===== src/assert_macros.svh =====
// assert_macros.svh: assertion macros for the terrain texture blend block.
// No dependencies; expects clk and rst_n in the scope where a macro is used.
`ifndef ASSERT_MACROS_SVH
`define ASSERT_MACROS_SVH

// same-cycle implication
`define HSTB_ASSERT_IMPLY(lbl, ante, cons, msg) \
  lbl: assert property (@(posedge clk) disable iff (!rst_n) (ante) |-> (cons)) \
    else $error(msg);

// next-cycle implication
`define HSTB_ASSERT_NEXT(lbl, ante, cons, msg) \
  lbl: assert property (@(posedge clk) disable iff (!rst_n) (ante) |=> (cons)) \
    else $error(msg);

`endif


===== src/hstb_pkg.sv =====
// hstb_pkg: shared types, register indexes and weight ROMs for the
// height/slope texture blend pipeline. No dependencies.
package hstb_pkg;

  localparam int WEIGHT_FRAC_BITS_DEF = 8;
  localparam int ROM_BITS             = 16;
  localparam int HEIGHT_W             = 8;
  localparam int CHAN_W               = 8;
  localparam int NCHAN                = 3;
  localparam int TEXEL_W              = CHAN_W * NCHAN;
  localparam int CFG_ADDR_W           = 5;
  localparam int CFG_DATA_W           = 32;
  localparam int SQ_W                 = 16;
  localparam int DIST_W               = 6;

  localparam logic [2:0] REG_BAND_LIMIT_1       = 3'd0;
  localparam logic [2:0] REG_BAND_LIMIT_2       = 3'd1;
  localparam logic [2:0] REG_BAND_LIMIT_3       = 3'd2;
  localparam logic [2:0] REG_HEIGHT_BLEND_WIDTH = 3'd3;
  localparam logic [2:0] REG_SLOPE_BLEND_START  = 3'd4;
  localparam logic [2:0] REG_SLOPE_FULL_START   = 3'd5;

  localparam logic [7:0] RST_BAND_LIMIT_1       = 8'd64;
  localparam logic [7:0] RST_BAND_LIMIT_2       = 8'd102;
  localparam logic [7:0] RST_BAND_LIMIT_3       = 8'd205;
  localparam logic [4:0] RST_HEIGHT_BLEND_WIDTH = 5'd13;
  localparam logic [7:0] RST_SLOPE_BLEND_START  = 8'd122;
  localparam logic [7:0] RST_SLOPE_FULL_START   = 8'd214;

  typedef logic [TEXEL_W-1:0]  texel_t;
  typedef logic [ROM_BITS-1:0] rom_word_t;

  typedef struct packed {
    logic [7:0] band_limit_1;
    logic [7:0] band_limit_2;
    logic [7:0] band_limit_3;
    logic [4:0] height_blend_width;
    logic [7:0] slope_blend_start;
    logic [7:0] slope_full_start;
  } hstb_cfg_t;

  typedef struct packed {
    logic              solid;
    logic [DIST_W-1:0] hdist;
    texel_t            tex_x;
    texel_t            tex_y;
    texel_t            tex_cliff;
    logic [SQ_W-1:0]   dx_sq;
    logic [SQ_W-1:0]   dy_sq;
  } hstb_front_t;

  // sigmoid of height distance, 16-bit fraction
  localparam rom_word_t HEIGHT_ROM [32] = '{
    16'd32768, 16'd28630, 16'd24622, 16'd20858, 16'd17425, 16'd14375, 16'd11728, 16'd9479,
    16'd7600,  16'd6053,  16'd4795,  16'd3782,  16'd2972,  16'd2329,  16'd1822,  16'd1422,
    16'd1109,  16'd863,   16'd672,   16'd522,   16'd406,   16'd315,   16'd245,   16'd190,
    16'd148,   16'd115,   16'd89,    16'd69,    16'd54,    16'd42,    16'd32,    16'd25
  };

  // cliff weight per squared-gradient bucket of 8, 16-bit fraction
  localparam rom_word_t SLOPE_ROM [32] = '{
    16'd271,   16'd398,   16'd569,   16'd793,   16'd1082,  16'd1446,  16'd1897,  16'd2445,
    16'd3103,  16'd3879,  16'd4780,  16'd5814,  16'd6982,  16'd8284,  16'd9718,  16'd11276,
    16'd12948, 16'd14721, 16'd16580, 16'd18507, 16'd20485, 16'd22494, 16'd24516, 16'd26532,
    16'd28528, 16'd30488, 16'd32399, 16'd34251, 16'd36037, 16'd37749, 16'd39384, 16'd40938
  };

endpackage


===== src/hstb_front.sv =====
// hstb_front: first two pipeline stages - band select, gradient deltas,
// then edge-zone decision, clamped distance, texel pick and squares.
// Depends on hstb_pkg.
module hstb_front (
  input  logic                          clk,
  input  logic                          rst_n,
  input  logic                          in_valid,
  input  logic [hstb_pkg::HEIGHT_W-1:0] height_here,
  input  logic [hstb_pkg::HEIGHT_W-1:0] height_east,
  input  logic [hstb_pkg::HEIGHT_W-1:0] height_west,
  input  logic [hstb_pkg::HEIGHT_W-1:0] height_south,
  input  logic [hstb_pkg::HEIGHT_W-1:0] height_north,
  input  hstb_pkg::texel_t              tex_band0,
  input  hstb_pkg::texel_t              tex_band1,
  input  hstb_pkg::texel_t              tex_band2,
  input  hstb_pkg::texel_t              tex_band3,
  input  hstb_pkg::texel_t              tex_cliff,
  input  hstb_pkg::hstb_cfg_t           cfg,
  output logic                          front_valid,
  output hstb_pkg::hstb_front_t         front
);
  import hstb_pkg::*;

  localparam int NTEX = 5;

  // stage 1
  logic                s1_valid_r;
  logic [HEIGHT_W-1:0] s1_h_r;
  logic [1:0]          s1_band_r;
  texel_t              s1_tex_r [NTEX];
  logic signed [8:0]   s1_dx_r;
  logic signed [8:0]   s1_dy_r;
  logic [1:0]          band_nxt;
  logic signed [8:0]   dx_nxt;
  logic signed [8:0]   dy_nxt;

  // stage 2
  logic                s2_valid_r;
  hstb_front_t         s2_r;
  hstb_front_t         s2_nxt;

  logic signed [10:0]  h_s;
  logic signed [10:0]  w_s;
  logic signed [10:0]  lo_s;
  logic signed [10:0]  hi_s;
  logic signed [10:0]  d_full;
  logic                solid;
  logic                lower;
  logic [2:0]          idx_here;
  logic [2:0]          idx_up;
  logic [2:0]          idx_dn;
  logic signed [17:0]  dx_prod;
  logic signed [17:0]  dy_prod;

  always_comb begin
    if (height_here <= cfg.band_limit_1) begin
      band_nxt = 2'd0;
    end else if (height_here >= cfg.band_limit_1 && height_here <= cfg.band_limit_2) begin
      band_nxt = 2'd1;
    end else if (height_here >= cfg.band_limit_2 && height_here <= cfg.band_limit_3) begin
      band_nxt = 2'd2;
    end else begin
      band_nxt = 2'd3;
    end
    dx_nxt = $signed({1'b0, height_east}) - $signed({1'b0, height_west});
    dy_nxt = $signed({1'b0, height_south}) - $signed({1'b0, height_north});
  end

  always_ff @(posedge clk) begin
    if (!rst_n) begin
      s1_valid_r <= 1'b0;
    end else begin
      s1_valid_r <= in_valid;
    end
  end

  always_ff @(posedge clk) begin
    s1_h_r      <= height_here;
    s1_band_r   <= band_nxt;
    s1_dx_r     <= dx_nxt;
    s1_dy_r     <= dy_nxt;
    s1_tex_r[0] <= tex_band0;
    s1_tex_r[1] <= tex_band1;
    s1_tex_r[2] <= tex_band2;
    s1_tex_r[3] <= tex_band3;
    s1_tex_r[4] <= tex_cliff;
  end

  assign dx_prod = 18'(s1_dx_r) * 18'(s1_dx_r);
  assign dy_prod = 18'(s1_dy_r) * 18'(s1_dy_r);

  always_comb begin
    h_s = $signed({3'b000, s1_h_r});
    w_s = $signed({6'b000000, cfg.height_blend_width});
    case (s1_band_r)
      2'd0: begin
        lo_s = 11'sd0;
        hi_s = $signed({3'b000, cfg.band_limit_1});
      end
      2'd1: begin
        lo_s = $signed({3'b000, cfg.band_limit_1});
        hi_s = $signed({3'b000, cfg.band_limit_2});
      end
      2'd2: begin
        lo_s = $signed({3'b000, cfg.band_limit_2});
        hi_s = $signed({3'b000, cfg.band_limit_3});
      end
      default: begin
        lo_s = $signed({3'b000, cfg.band_limit_3});
        hi_s = 11'sd256;
      end
    endcase

    solid = (s1_band_r == 2'd0 && h_s <= hi_s - w_s) ||
            (s1_band_r == 2'd3 && h_s >= lo_s + w_s) ||
            (h_s >= lo_s + w_s && h_s <= hi_s - w_s);
    lower = !solid && s1_band_r != 2'd0 && h_s <= lo_s + w_s;

    d_full = lower ? (h_s - lo_s) : (h_s - hi_s);

    idx_here = {1'b0, s1_band_r};
    idx_up   = idx_here + 3'd1;
    idx_dn   = {1'b0, s1_band_r - 2'd1};

    s2_nxt.solid = solid;
    if (d_full > 11'sd31) begin
      s2_nxt.hdist = 6'sd31;
    end else if (d_full < -11'sd31) begin
      s2_nxt.hdist = -6'sd31;
    end else begin
      s2_nxt.hdist = d_full[DIST_W-1:0];
    end
    if (solid) begin
      s2_nxt.tex_x = s1_tex_r[idx_here];
      s2_nxt.tex_y = s1_tex_r[idx_here];
    end else if (lower) begin
      s2_nxt.tex_x = s1_tex_r[idx_here];
      s2_nxt.tex_y = s1_tex_r[idx_dn];
    end else begin
      s2_nxt.tex_x = s1_tex_r[idx_up];
      s2_nxt.tex_y = s1_tex_r[idx_here];
    end
    s2_nxt.tex_cliff = s1_tex_r[4];
    s2_nxt.dx_sq     = dx_prod[SQ_W-1:0];
    s2_nxt.dy_sq     = dy_prod[SQ_W-1:0];
  end

  always_ff @(posedge clk) begin
    if (!rst_n) begin
      s2_valid_r <= 1'b0;
    end else begin
      s2_valid_r <= s1_valid_r;
    end
  end

  always_ff @(posedge clk) begin
    s2_r <= s2_nxt;
  end

  assign front_valid = s2_valid_r;
  assign front       = s2_r;

endmodule


===== src/hstb_weight.sv =====
// hstb_weight: third pipeline stage - height and slope weight ROM lookups,
// rounding to the weight fraction, gradient saturation and cliff decision.
// Depends on hstb_pkg.
module hstb_weight #(
  parameter int WEIGHT_FRAC_BITS = hstb_pkg::WEIGHT_FRAC_BITS_DEF
) (
  input  logic                      clk,
  input  logic                      rst_n,
  input  logic                      front_valid,
  input  hstb_pkg::hstb_front_t     front,
  input  hstb_pkg::hstb_cfg_t       cfg,
  output logic                      wt_valid,
  output logic [WEIGHT_FRAC_BITS:0] wt_height,
  output logic [WEIGHT_FRAC_BITS:0] wt_slope,
  output hstb_pkg::texel_t          wt_tex_x,
  output hstb_pkg::texel_t          wt_tex_y,
  output hstb_pkg::texel_t          wt_tex_cliff
);
  import hstb_pkg::*;

  localparam int WB = WEIGHT_FRAC_BITS + 1;
  localparam int VW = ROM_BITS + 1;
  localparam int SH = ROM_BITS - WEIGHT_FRAC_BITS;
  localparam logic [VW-1:0] HALF = VW'(1) << (SH - 1);
  localparam logic [VW-1:0] FULL = VW'(1) << ROM_BITS;
  localparam logic [WB-1:0] ONE  = {1'b1, {WEIGHT_FRAC_BITS{1'b0}}};

  function automatic logic [WB-1:0] to_frac(input logic [VW-1:0] v);
    logic [VW-1:0] t;
    t = v + HALF;
    return t[VW-1:SH];
  endfunction

  logic          valid_r;
  logic [WB-1:0] wh_r;
  logic [WB-1:0] ws_r;
  texel_t        tex_x_r;
  texel_t        tex_y_r;
  texel_t        tex_cliff_r;

  logic [WB-1:0] wh_nxt;
  logic [WB-1:0] ws_nxt;
  logic [4:0]    mag;
  logic [VW-1:0] hv;
  logic [SQ_W:0] s_sum;
  logic [7:0]    s_sat;
  logic [WB-1:0] ws_rom;

  always_comb begin
    mag = front.hdist[DIST_W-1] ? 5'(6'd0 - front.hdist) : front.hdist[4:0];
    if (front.hdist[DIST_W-1]) begin
      hv = FULL - {1'b0, HEIGHT_ROM[mag]};
    end else begin
      hv = {1'b0, HEIGHT_ROM[mag]};
    end
    wh_nxt = front.solid ? '0 : to_frac(hv);

    s_sum  = {1'b0, front.dx_sq} + {1'b0, front.dy_sq};
    s_sat  = (|s_sum[SQ_W:8]) ? 8'hFF : s_sum[7:0];
    ws_rom = to_frac({1'b0, SLOPE_ROM[s_sat[7:3]]});
    if (s_sat >= cfg.slope_full_start) begin
      ws_nxt = ONE;
    end else if (s_sat >= cfg.slope_blend_start) begin
      ws_nxt = ws_rom;
    end else begin
      ws_nxt = '0;
    end
  end

  always_ff @(posedge clk) begin
    if (!rst_n) begin
      valid_r <= 1'b0;
    end else begin
      valid_r <= front_valid;
    end
  end

  always_ff @(posedge clk) begin
    wh_r        <= wh_nxt;
    ws_r        <= ws_nxt;
    tex_x_r     <= front.tex_x;
    tex_y_r     <= front.tex_y;
    tex_cliff_r <= front.tex_cliff;
  end

  assign wt_valid     = valid_r;
  assign wt_height    = wh_r;
  assign wt_slope     = ws_r;
  assign wt_tex_x     = tex_x_r;
  assign wt_tex_y     = tex_y_r;
  assign wt_tex_cliff = tex_cliff_r;

endmodule


===== src/hstb_blend.sv =====
// hstb_blend: one registered per-channel blend stage,
// color = (x*(ONE-w) + y*w) >> WEIGHT_FRAC_BITS, truncated. Depends on hstb_pkg.
module hstb_blend #(
  parameter int WEIGHT_FRAC_BITS = hstb_pkg::WEIGHT_FRAC_BITS_DEF
) (
  input  logic                      clk,
  input  logic                      rst_n,
  input  logic                      in_valid,
  input  hstb_pkg::texel_t          tex_x,
  input  hstb_pkg::texel_t          tex_y,
  input  logic [WEIGHT_FRAC_BITS:0] weight,
  output logic                      out_valid,
  output hstb_pkg::texel_t          color
);
  import hstb_pkg::*;

  localparam int WB = WEIGHT_FRAC_BITS + 1;
  localparam int PW = CHAN_W + WB + 1;
  localparam logic [WB-1:0] ONE = {1'b1, {WEIGHT_FRAC_BITS{1'b0}}};

  logic          valid_r;
  texel_t        color_r;
  texel_t        color_nxt;
  logic [WB-1:0] w_inv;

  assign w_inv = ONE - weight;

  for (genvar c = 0; c < NCHAN; c++) begin : g_chan
    logic [PW-1:0] sum;
    assign sum = PW'(tex_x[c*CHAN_W +: CHAN_W]) * PW'(w_inv) +
                 PW'(tex_y[c*CHAN_W +: CHAN_W]) * PW'(weight);
    assign color_nxt[c*CHAN_W +: CHAN_W] = sum[WEIGHT_FRAC_BITS +: CHAN_W];
  end

  always_ff @(posedge clk) begin
    if (!rst_n) begin
      valid_r <= 1'b0;
    end else begin
      valid_r <= in_valid;
    end
  end

  always_ff @(posedge clk) begin
    color_r <= color_nxt;
  end

  assign out_valid = valid_r;
  assign color     = color_r;

endmodule


===== src/height_slope_texture_blend.sv =====
// height_slope_texture_blend: takes one terrain pixel per clock (start while
// busy is low; busy never rises) and later returns its color as a one-cycle
// out_valid strobe with out_pixel_color; the receiver cannot stall, and the
// five-stage pipeline (band select, zone/distance and gradient squares,
// weight ROMs, height blend, cliff blend) sets the latency.
// Band and slope registers sit on an APB-style port; the user must write them
// only while no pixel is in flight, which the block itself does not enforce.
// Depends on hstb_pkg, hstb_front, hstb_weight, hstb_blend, assert_macros.svh.
`include "assert_macros.svh"

module height_slope_texture_blend #(
  parameter int WEIGHT_FRAC_BITS = hstb_pkg::WEIGHT_FRAC_BITS_DEF
) (
  input  logic                            clk,
  input  logic                            rst_n,
  input  logic                            start,
  output logic                            busy,
  input  logic [hstb_pkg::HEIGHT_W-1:0]   in_height_here,
  input  logic [hstb_pkg::HEIGHT_W-1:0]   in_height_east,
  input  logic [hstb_pkg::HEIGHT_W-1:0]   in_height_west,
  input  logic [hstb_pkg::HEIGHT_W-1:0]   in_height_south,
  input  logic [hstb_pkg::HEIGHT_W-1:0]   in_height_north,
  input  hstb_pkg::texel_t                in_texel_band0,
  input  hstb_pkg::texel_t                in_texel_band1,
  input  hstb_pkg::texel_t                in_texel_band2,
  input  hstb_pkg::texel_t                in_texel_band3,
  input  hstb_pkg::texel_t                in_texel_cliff,
  output logic                            out_valid,
  output hstb_pkg::texel_t                out_pixel_color,
  input  logic                            psel,
  input  logic                            penable,
  input  logic                            pwrite,
  input  logic [hstb_pkg::CFG_ADDR_W-1:0] paddr,
  input  logic [hstb_pkg::CFG_DATA_W-1:0] pwdata,
  output logic [hstb_pkg::CFG_DATA_W-1:0] prdata,
  output logic                            pready
);
  import hstb_pkg::*;

  localparam int WB      = WEIGHT_FRAC_BITS + 1;
  localparam int LATENCY = 5;
  localparam logic [WB-1:0] ONE = {1'b1, {WEIGHT_FRAC_BITS{1'b0}}};

  logic [7:0] cfg_band_limit_1_r;
  logic [7:0] cfg_band_limit_2_r;
  logic [7:0] cfg_band_limit_3_r;
  logic [4:0] cfg_height_blend_width_r;
  logic [7:0] cfg_slope_blend_start_r;
  logic [7:0] cfg_slope_full_start_r;

  hstb_cfg_t   cfg;
  logic [2:0]  cfg_idx;
  logic        cfg_wr;
  logic        in_accept;

  logic        front_valid;
  hstb_front_t front;

  logic          wt_valid;
  logic [WB-1:0] wt_height;
  logic [WB-1:0] wt_slope;
  texel_t        wt_tex_x;
  texel_t        wt_tex_y;
  texel_t        wt_tex_cliff;

  logic          hb_valid;
  texel_t        hb_color;
  texel_t        hb_cliff_r;
  logic [WB-1:0] hb_slope_r;

  assign busy      = 1'b0;
  assign pready    = 1'b1;
  assign in_accept = start && !busy;
  assign cfg_idx   = paddr[CFG_ADDR_W-1:2];
  assign cfg_wr    = psel && penable && pwrite && pready;

  always_ff @(posedge clk) begin
    if (!rst_n) begin
      cfg_band_limit_1_r       <= RST_BAND_LIMIT_1;
      cfg_band_limit_2_r       <= RST_BAND_LIMIT_2;
      cfg_band_limit_3_r       <= RST_BAND_LIMIT_3;
      cfg_height_blend_width_r <= RST_HEIGHT_BLEND_WIDTH;
      cfg_slope_blend_start_r  <= RST_SLOPE_BLEND_START;
      cfg_slope_full_start_r   <= RST_SLOPE_FULL_START;
    end else if (cfg_wr) begin
      case (cfg_idx)
        REG_BAND_LIMIT_1:       cfg_band_limit_1_r       <= pwdata[7:0];
        REG_BAND_LIMIT_2:       cfg_band_limit_2_r       <= pwdata[7:0];
        REG_BAND_LIMIT_3:       cfg_band_limit_3_r       <= pwdata[7:0];
        REG_HEIGHT_BLEND_WIDTH: cfg_height_blend_width_r <= pwdata[4:0];
        REG_SLOPE_BLEND_START:  cfg_slope_blend_start_r  <= pwdata[7:0];
        REG_SLOPE_FULL_START:   cfg_slope_full_start_r   <= pwdata[7:0];
        default: ;
      endcase
    end
  end

  always_comb begin
    case (cfg_idx)
      REG_BAND_LIMIT_1:       prdata = CFG_DATA_W'(cfg_band_limit_1_r);
      REG_BAND_LIMIT_2:       prdata = CFG_DATA_W'(cfg_band_limit_2_r);
      REG_BAND_LIMIT_3:       prdata = CFG_DATA_W'(cfg_band_limit_3_r);
      REG_HEIGHT_BLEND_WIDTH: prdata = CFG_DATA_W'(cfg_height_blend_width_r);
      REG_SLOPE_BLEND_START:  prdata = CFG_DATA_W'(cfg_slope_blend_start_r);
      REG_SLOPE_FULL_START:   prdata = CFG_DATA_W'(cfg_slope_full_start_r);
      default:                prdata = '0;
    endcase
  end

  assign cfg.band_limit_1       = cfg_band_limit_1_r;
  assign cfg.band_limit_2       = cfg_band_limit_2_r;
  assign cfg.band_limit_3       = cfg_band_limit_3_r;
  assign cfg.height_blend_width = cfg_height_blend_width_r;
  assign cfg.slope_blend_start  = cfg_slope_blend_start_r;
  assign cfg.slope_full_start   = cfg_slope_full_start_r;

  hstb_front u_front (
    .clk          (clk),
    .rst_n        (rst_n),
    .in_valid     (in_accept),
    .height_here  (in_height_here),
    .height_east  (in_height_east),
    .height_west  (in_height_west),
    .height_south (in_height_south),
    .height_north (in_height_north),
    .tex_band0    (in_texel_band0),
    .tex_band1    (in_texel_band1),
    .tex_band2    (in_texel_band2),
    .tex_band3    (in_texel_band3),
    .tex_cliff    (in_texel_cliff),
    .cfg          (cfg),
    .front_valid  (front_valid),
    .front        (front)
  );

  hstb_weight #(
    .WEIGHT_FRAC_BITS (WEIGHT_FRAC_BITS)
  ) u_weight (
    .clk          (clk),
    .rst_n        (rst_n),
    .front_valid  (front_valid),
    .front        (front),
    .cfg          (cfg),
    .wt_valid     (wt_valid),
    .wt_height    (wt_height),
    .wt_slope     (wt_slope),
    .wt_tex_x     (wt_tex_x),
    .wt_tex_y     (wt_tex_y),
    .wt_tex_cliff (wt_tex_cliff)
  );

  hstb_blend #(
    .WEIGHT_FRAC_BITS (WEIGHT_FRAC_BITS)
  ) u_blend_height (
    .clk       (clk),
    .rst_n     (rst_n),
    .in_valid  (wt_valid),
    .tex_x     (wt_tex_x),
    .tex_y     (wt_tex_y),
    .weight    (wt_height),
    .out_valid (hb_valid),
    .color     (hb_color)
  );

  // cliff texel and slope weight ride alongside the height blend
  always_ff @(posedge clk) begin
    hb_cliff_r <= wt_tex_cliff;
    hb_slope_r <= wt_slope;
  end

  hstb_blend #(
    .WEIGHT_FRAC_BITS (WEIGHT_FRAC_BITS)
  ) u_blend_slope (
    .clk       (clk),
    .rst_n     (rst_n),
    .in_valid  (hb_valid),
    .tex_x     (hb_color),
    .tex_y     (hb_cliff_r),
    .weight    (hb_slope_r),
    .out_valid (out_valid),
    .color     (out_pixel_color)
  );

  `HSTB_ASSERT_IMPLY(a_result_has_item, out_valid, $past(in_accept, LATENCY), "result without item")
  `HSTB_ASSERT_NEXT(a_solid_zero_weight, front_valid && front.solid, wt_height == '0, "solid band weight")
  `HSTB_ASSERT_NEXT(a_full_slope_cliff, wt_valid && wt_slope == ONE, ##1 (out_valid && out_pixel_color == $past(wt_tex_cliff, 2)), "full slope not cliff")

endmodule

===== config.mk =====
export PLATFORM = sky130hd
export DESIGN_NAME = height_slope_texture_blend
export DESIGN_NICKNAME = d
export VERILOG_FILES = /design/src/hstb_pkg.sv /design/src/hstb_front.sv /design/src/hstb_weight.sv /design/src/hstb_blend.sv /design/src/height_slope_texture_blend.sv
export VERILOG_INCLUDE_DIRS = /design/src /design/src/src
export SDC_FILE = /design/constraint.sdc
export NUM_CORES = 2
export LEC_CHECK = 0
export BUFFER_PORTS_ARGS = -buffer_cell sky130_fd_sc_hd__buf_2
export CORE_MARGIN = 2
export CORE_UTILIZATION = 30
export DETAILED_ROUTE_END_ITERATION = 8
export PLACE_DENSITY = 0.46
export SLEW_MARGIN = 20
export SYNTH_ARGS = -nofsm -noshare
export SYNTH_HDL_FRONTEND = slang
export SYNTH_SLANG_ARGS = --single-unit

===== constraint.sdc =====
create_clock -name clk -period 9.5 [get_ports clk]
set_input_delay 0.95 -clock clk [delete_from_list [all_inputs] [get_ports clk]]
set_output_delay 0.95 -clock clk [all_outputs]
set_load 0.05 [all_outputs]

==> summary.txt <==
Outcome
  • Status: finished, final reports clean

Global routing
  • Number of global-route vias before repair: 36,900
  • Total GRT Usage: 15.9%
  • Initial antenna violation count: 17
  • First-pass GRT wire length: 214 mm
  • Grt ovf: 0
  • Largest net degree at the start of global routing: 52

Cells and area
  • Most frequent cells in the layout: inv_1, fa_1, nand2_1, ha_1, and2_1
  • Proportion of layout cells with a drive suffix above 1: 9.22%
  • Leading cell type in the layout, fill and taps excluded: inv_1
  • NumNets Final: 6,873
  • Layout Cells excl Fill: 7,646
  • Area grow syn2layout: 10.6%

Drt
  • Routed length per instance: 17.7 um
  • Antenna-violating nets left: 0
  • Drt total wl: 135 mm
  • 1st-iter DRT viols: 1,749
  • DRC: 0
  • Routed via count: 34,700
  • Drt via density: 4.54
  • Pre-antenna DRT Iters: 7

Synth
  • Ys flop type: dfxtp_1
  • Syn_area_per_cell: 9.62 um2
  • Post-synthesis sequential area ratio: 18.8%
  • Flops & latches, synth: 478
  • Post-Synthesis Cell Area: 50,800 um2
  • Syn Inst Count: 5,287
  • Post-synth ARST share: 0%
  • Synth warn: 0
  • EDFF count, synth: 0
  • Synth unique cells: 88

Clock tree
  • Root Buffer: clkbuf_16
  • Clk pin slew, worst setup/hold paths: 0.07 ns
  • CTS tree: yes
  • CTS resizes: 0
  • CTS max path bufs: 3
  • Worst-Skew Late Latency: 0.67 ns
  • # hold bufs at CTS: 0
  • CTS Sinks: 478
  • TritonCTS buffer count: 58
  • Htree depth: 2
  • Setup bufs post-CTS: 0

Critical path
  • Crit-path cells: buf_4 -> nor3_1 -> xnor2_2 -> buf_4 -> nand2_1 -> fa_1 -> inv_1 -> fa_1 -> inv_1 -> fa_1 -> fa_1 -> fa_1 -> fa_1 -> inv_1 -> ha_1 -> a21o_1 -> a31oi_1 -> o21ai_1 -> o41a_1 -> a21o_1 -> a21oi_1 -> xnor2_1
  • CP arrival: 7.90 ns
  • Worst reg2reg path depth: 22
  • Critical path launch point type: register
  • Worst setup EP type: register
  • RR Endpoint: u_blend_height.color[7]
  • Crit-path max FO: 47
  • Crit path largest cell delay: 0.65 ns
  • CP Data Required Time: 10.07 ns
  • Crit Path Category: register to register
  • R2R Path Start: u_weight.wt_height[0]
  • Reg-to-reg setup timing slack: 2.16 ns
  • Slowest CP cell: xnor2_2
  • Most frequent CP cell: fa_1

Placed design
  • Place WS: 2.12 ns
  • I/O Buffers: 209
  • DP HPWL: 109 mm
  • Placed Cells incl. Taps: 7,535
  • Final Wtd Congestion: 0.821

Floorplanning
  • Chip Height: 416 um
  • Die Width: 416 um
  • # IOs: 262
  • Die ar.: 173,000 um2
  • Row Count: 151
  • Core area: 169,000 um2
  • Starting density of the core: 30.1%

STA
  • Final Hold Vio Count: 0
  • Slew @ Worst Pin: 1.15 ns
  • Final setup vio count: 0
  • Fin worst setup slack: 2.16 ns
  • RSZ-0062 raised after global routing: no
  • Slew headroom: 23.7%
  • Worst Skew: 0.0319 ns
  • Period utilization: 77.2%
  • Final Critical Period: 7.34 ns
  • Setup TNS: 0 ns
  • Max Slew Vio Count: 0
  • Fmax: 136 MHz

Min path
  • Hold path cells: 0
  • Hold path start: u_weight.wt_tex_cliff[17]
  • WHS Endpoint: hb_cliff_r[17]
  • Worst hold path type: register to register

Job
  • Max-Cap Viols: 0
[logic make-up (layout without fill, tap and decap cells)]
logic type / after synthesis / in the layout / share of synthesized area [%]
adder cells (fa/ha/maj): 1293 / 1293 / 42.9
flip-flops: 478 / 478 / 18.8
AO/OA/AOI/OAI: 451 / 451 / 6.09
multiplexers: 142 / 142 / 4.71
AND/OR/NAND/NOR: 1509 / 1509 / 14.9
buffers and inverters: 1221 / 1332 / 9.24
other: 2 / 32 / 0.0148
XOR/XNOR: 191 / 191 / 3.36
[registers in the layout (all words and copies together) (netlist names), 2 cells and up]
name,flops
cfg_band_limit_1_r,8
cfg_band_limit_2_r,8
cfg_band_limit_3_r,8
cfg_height_blend_width_r,5
cfg_slope_blend_start_r,8
cfg_slope_full_start_r,8
hb_cliff_r,24
hb_slope_r,9
u_blend_height.color,24
u_blend_slope.color,24
u_front.front,109
u_front.s1_band_r,2
u_front.s1_dx_r,9
u_front.s1_dy_r,9
u_front.s1_h_r,8
u_front.s1_tex_r,120
u_weight.wt_height,9
u_weight.wt_slope,9
u_weight.wt_tex_cliff,24
u_weight.wt_tex_x,24
u_weight.wt_tex_y,24
[layout make-up]
class / instances / area, um2
clock inverters: 25 / 300
flip-flops and latches: 478 / 9570
well taps: 2218 / 2780
clock buffers: 80 / 1740
fillers: 17600 / 113000
multi-input cells: 3612 / 36800
repair buffers: 255 / 1390
diodes: 6 / 15.0
inverters: 972 / 3650
[worst max path at each step]
| stage | startpoint | endpoint | slack (ns) |
|---|---|---|---|
| after global routing | u_weight.wt_height[0] | u_blend_height.color[7] | 1.67 |
| after CTS | u_front.s1_band_r[1] | u_front.front[101] | 2.06 |
| after floorplan | hb_slope_r[0] | u_blend_slope.color[15] | 2.68 |
| after global placement | hb_slope_r[3] | u_blend_slope.color[15] | 2.16 |
| after detailed placement | u_front.s1_band_r[1] | u_front.front[101] | 2.12 |
| final | u_weight.wt_height[0] | u_blend_height.color[7] | 2.16 |
[cell usage after synthesis, types with 4 or more instances]
cell	number	share of area, %
buf_1	35	0.26
o22ai_1	6	0.074
a22oi_1	13	0.19
xor2_1	45	0.78
o21bai_1	13	0.19
a311oi_1	4	0.069
nor2b_1	61	0.75
fa_1	749	29
a21oi_1	89	0.88
o221ai_1	5	0.086
nand2b_1	35	0.43
xnor2_1	143	2.5
mux4_2	75	3.3
a21boi_0	13	0.19
nor2_1	140	1.0
nand2_1	586	4.3
buf_4	27	0.40
a21o_1	57	0.84
clkbuf_1	175	1.3
mux2i_1	39	0.77
a2111oi_0	4	0.069
and2_1	530	6.5
o22a_1	4	0.069
a31oi_1	40	0.49
o31ai_1	8	0.12
and3_1	11	0.14
o21a_1	39	0.58
a211oi_1	4	0.059
nor4_1	5	0.062
nand3b_1	4	0.059
a211o_1	5	0.086
mux2_2	28	0.62
nand3_1	37	0.36
or3_1	11	0.14
o21ai_0	66	0.65
or2_2	5	0.062
o211ai_1	33	0.49
inv_1	971	7.2
dfxtp_1	478	19
nor3_1	48	0.47
nand4_1	18	0.22
ha_1	544	13
buf_2	12	0.12
[routing by layer]
layer	part of all wire [%]	up-vias	GRT usage, %
met2	49	595	27.2
met5	0.042	-	0
li1	-	16600	-
met4	3.3	8	5.18
met1	44	17400	20.9
met3	3.6	170	1.89
[metrics by stage]
stage	util (%)	hold WS, ns	area [um2]
after detailed placement	32.1	0.312	54200
after CTS	33.3	0.310	56200
after global routing	33.3	0.325	56300
after global placement	32.1	0.310	54200
final	33.3	0.312	56300
after floorplan	-	0.310	50900
[worst max-delay path: cells and delay by family (launching register included)]
family / cells / cell delay (ns)
AND/OR/NAND/NOR: 2 / 0.28
AO/OA/AOI/OAI: 6 / 1.54
adder cells (fa/ha/maj): 7 / 3.29
buffers and inverters: 5 / 0.99
XOR/XNOR: 2 / 0.80
flip-flops: 1 / 0.30
Power is left out: the tool's default activity adds up to more than one toggle a clock period on the data nets, which glitch-free logic cannot reach.
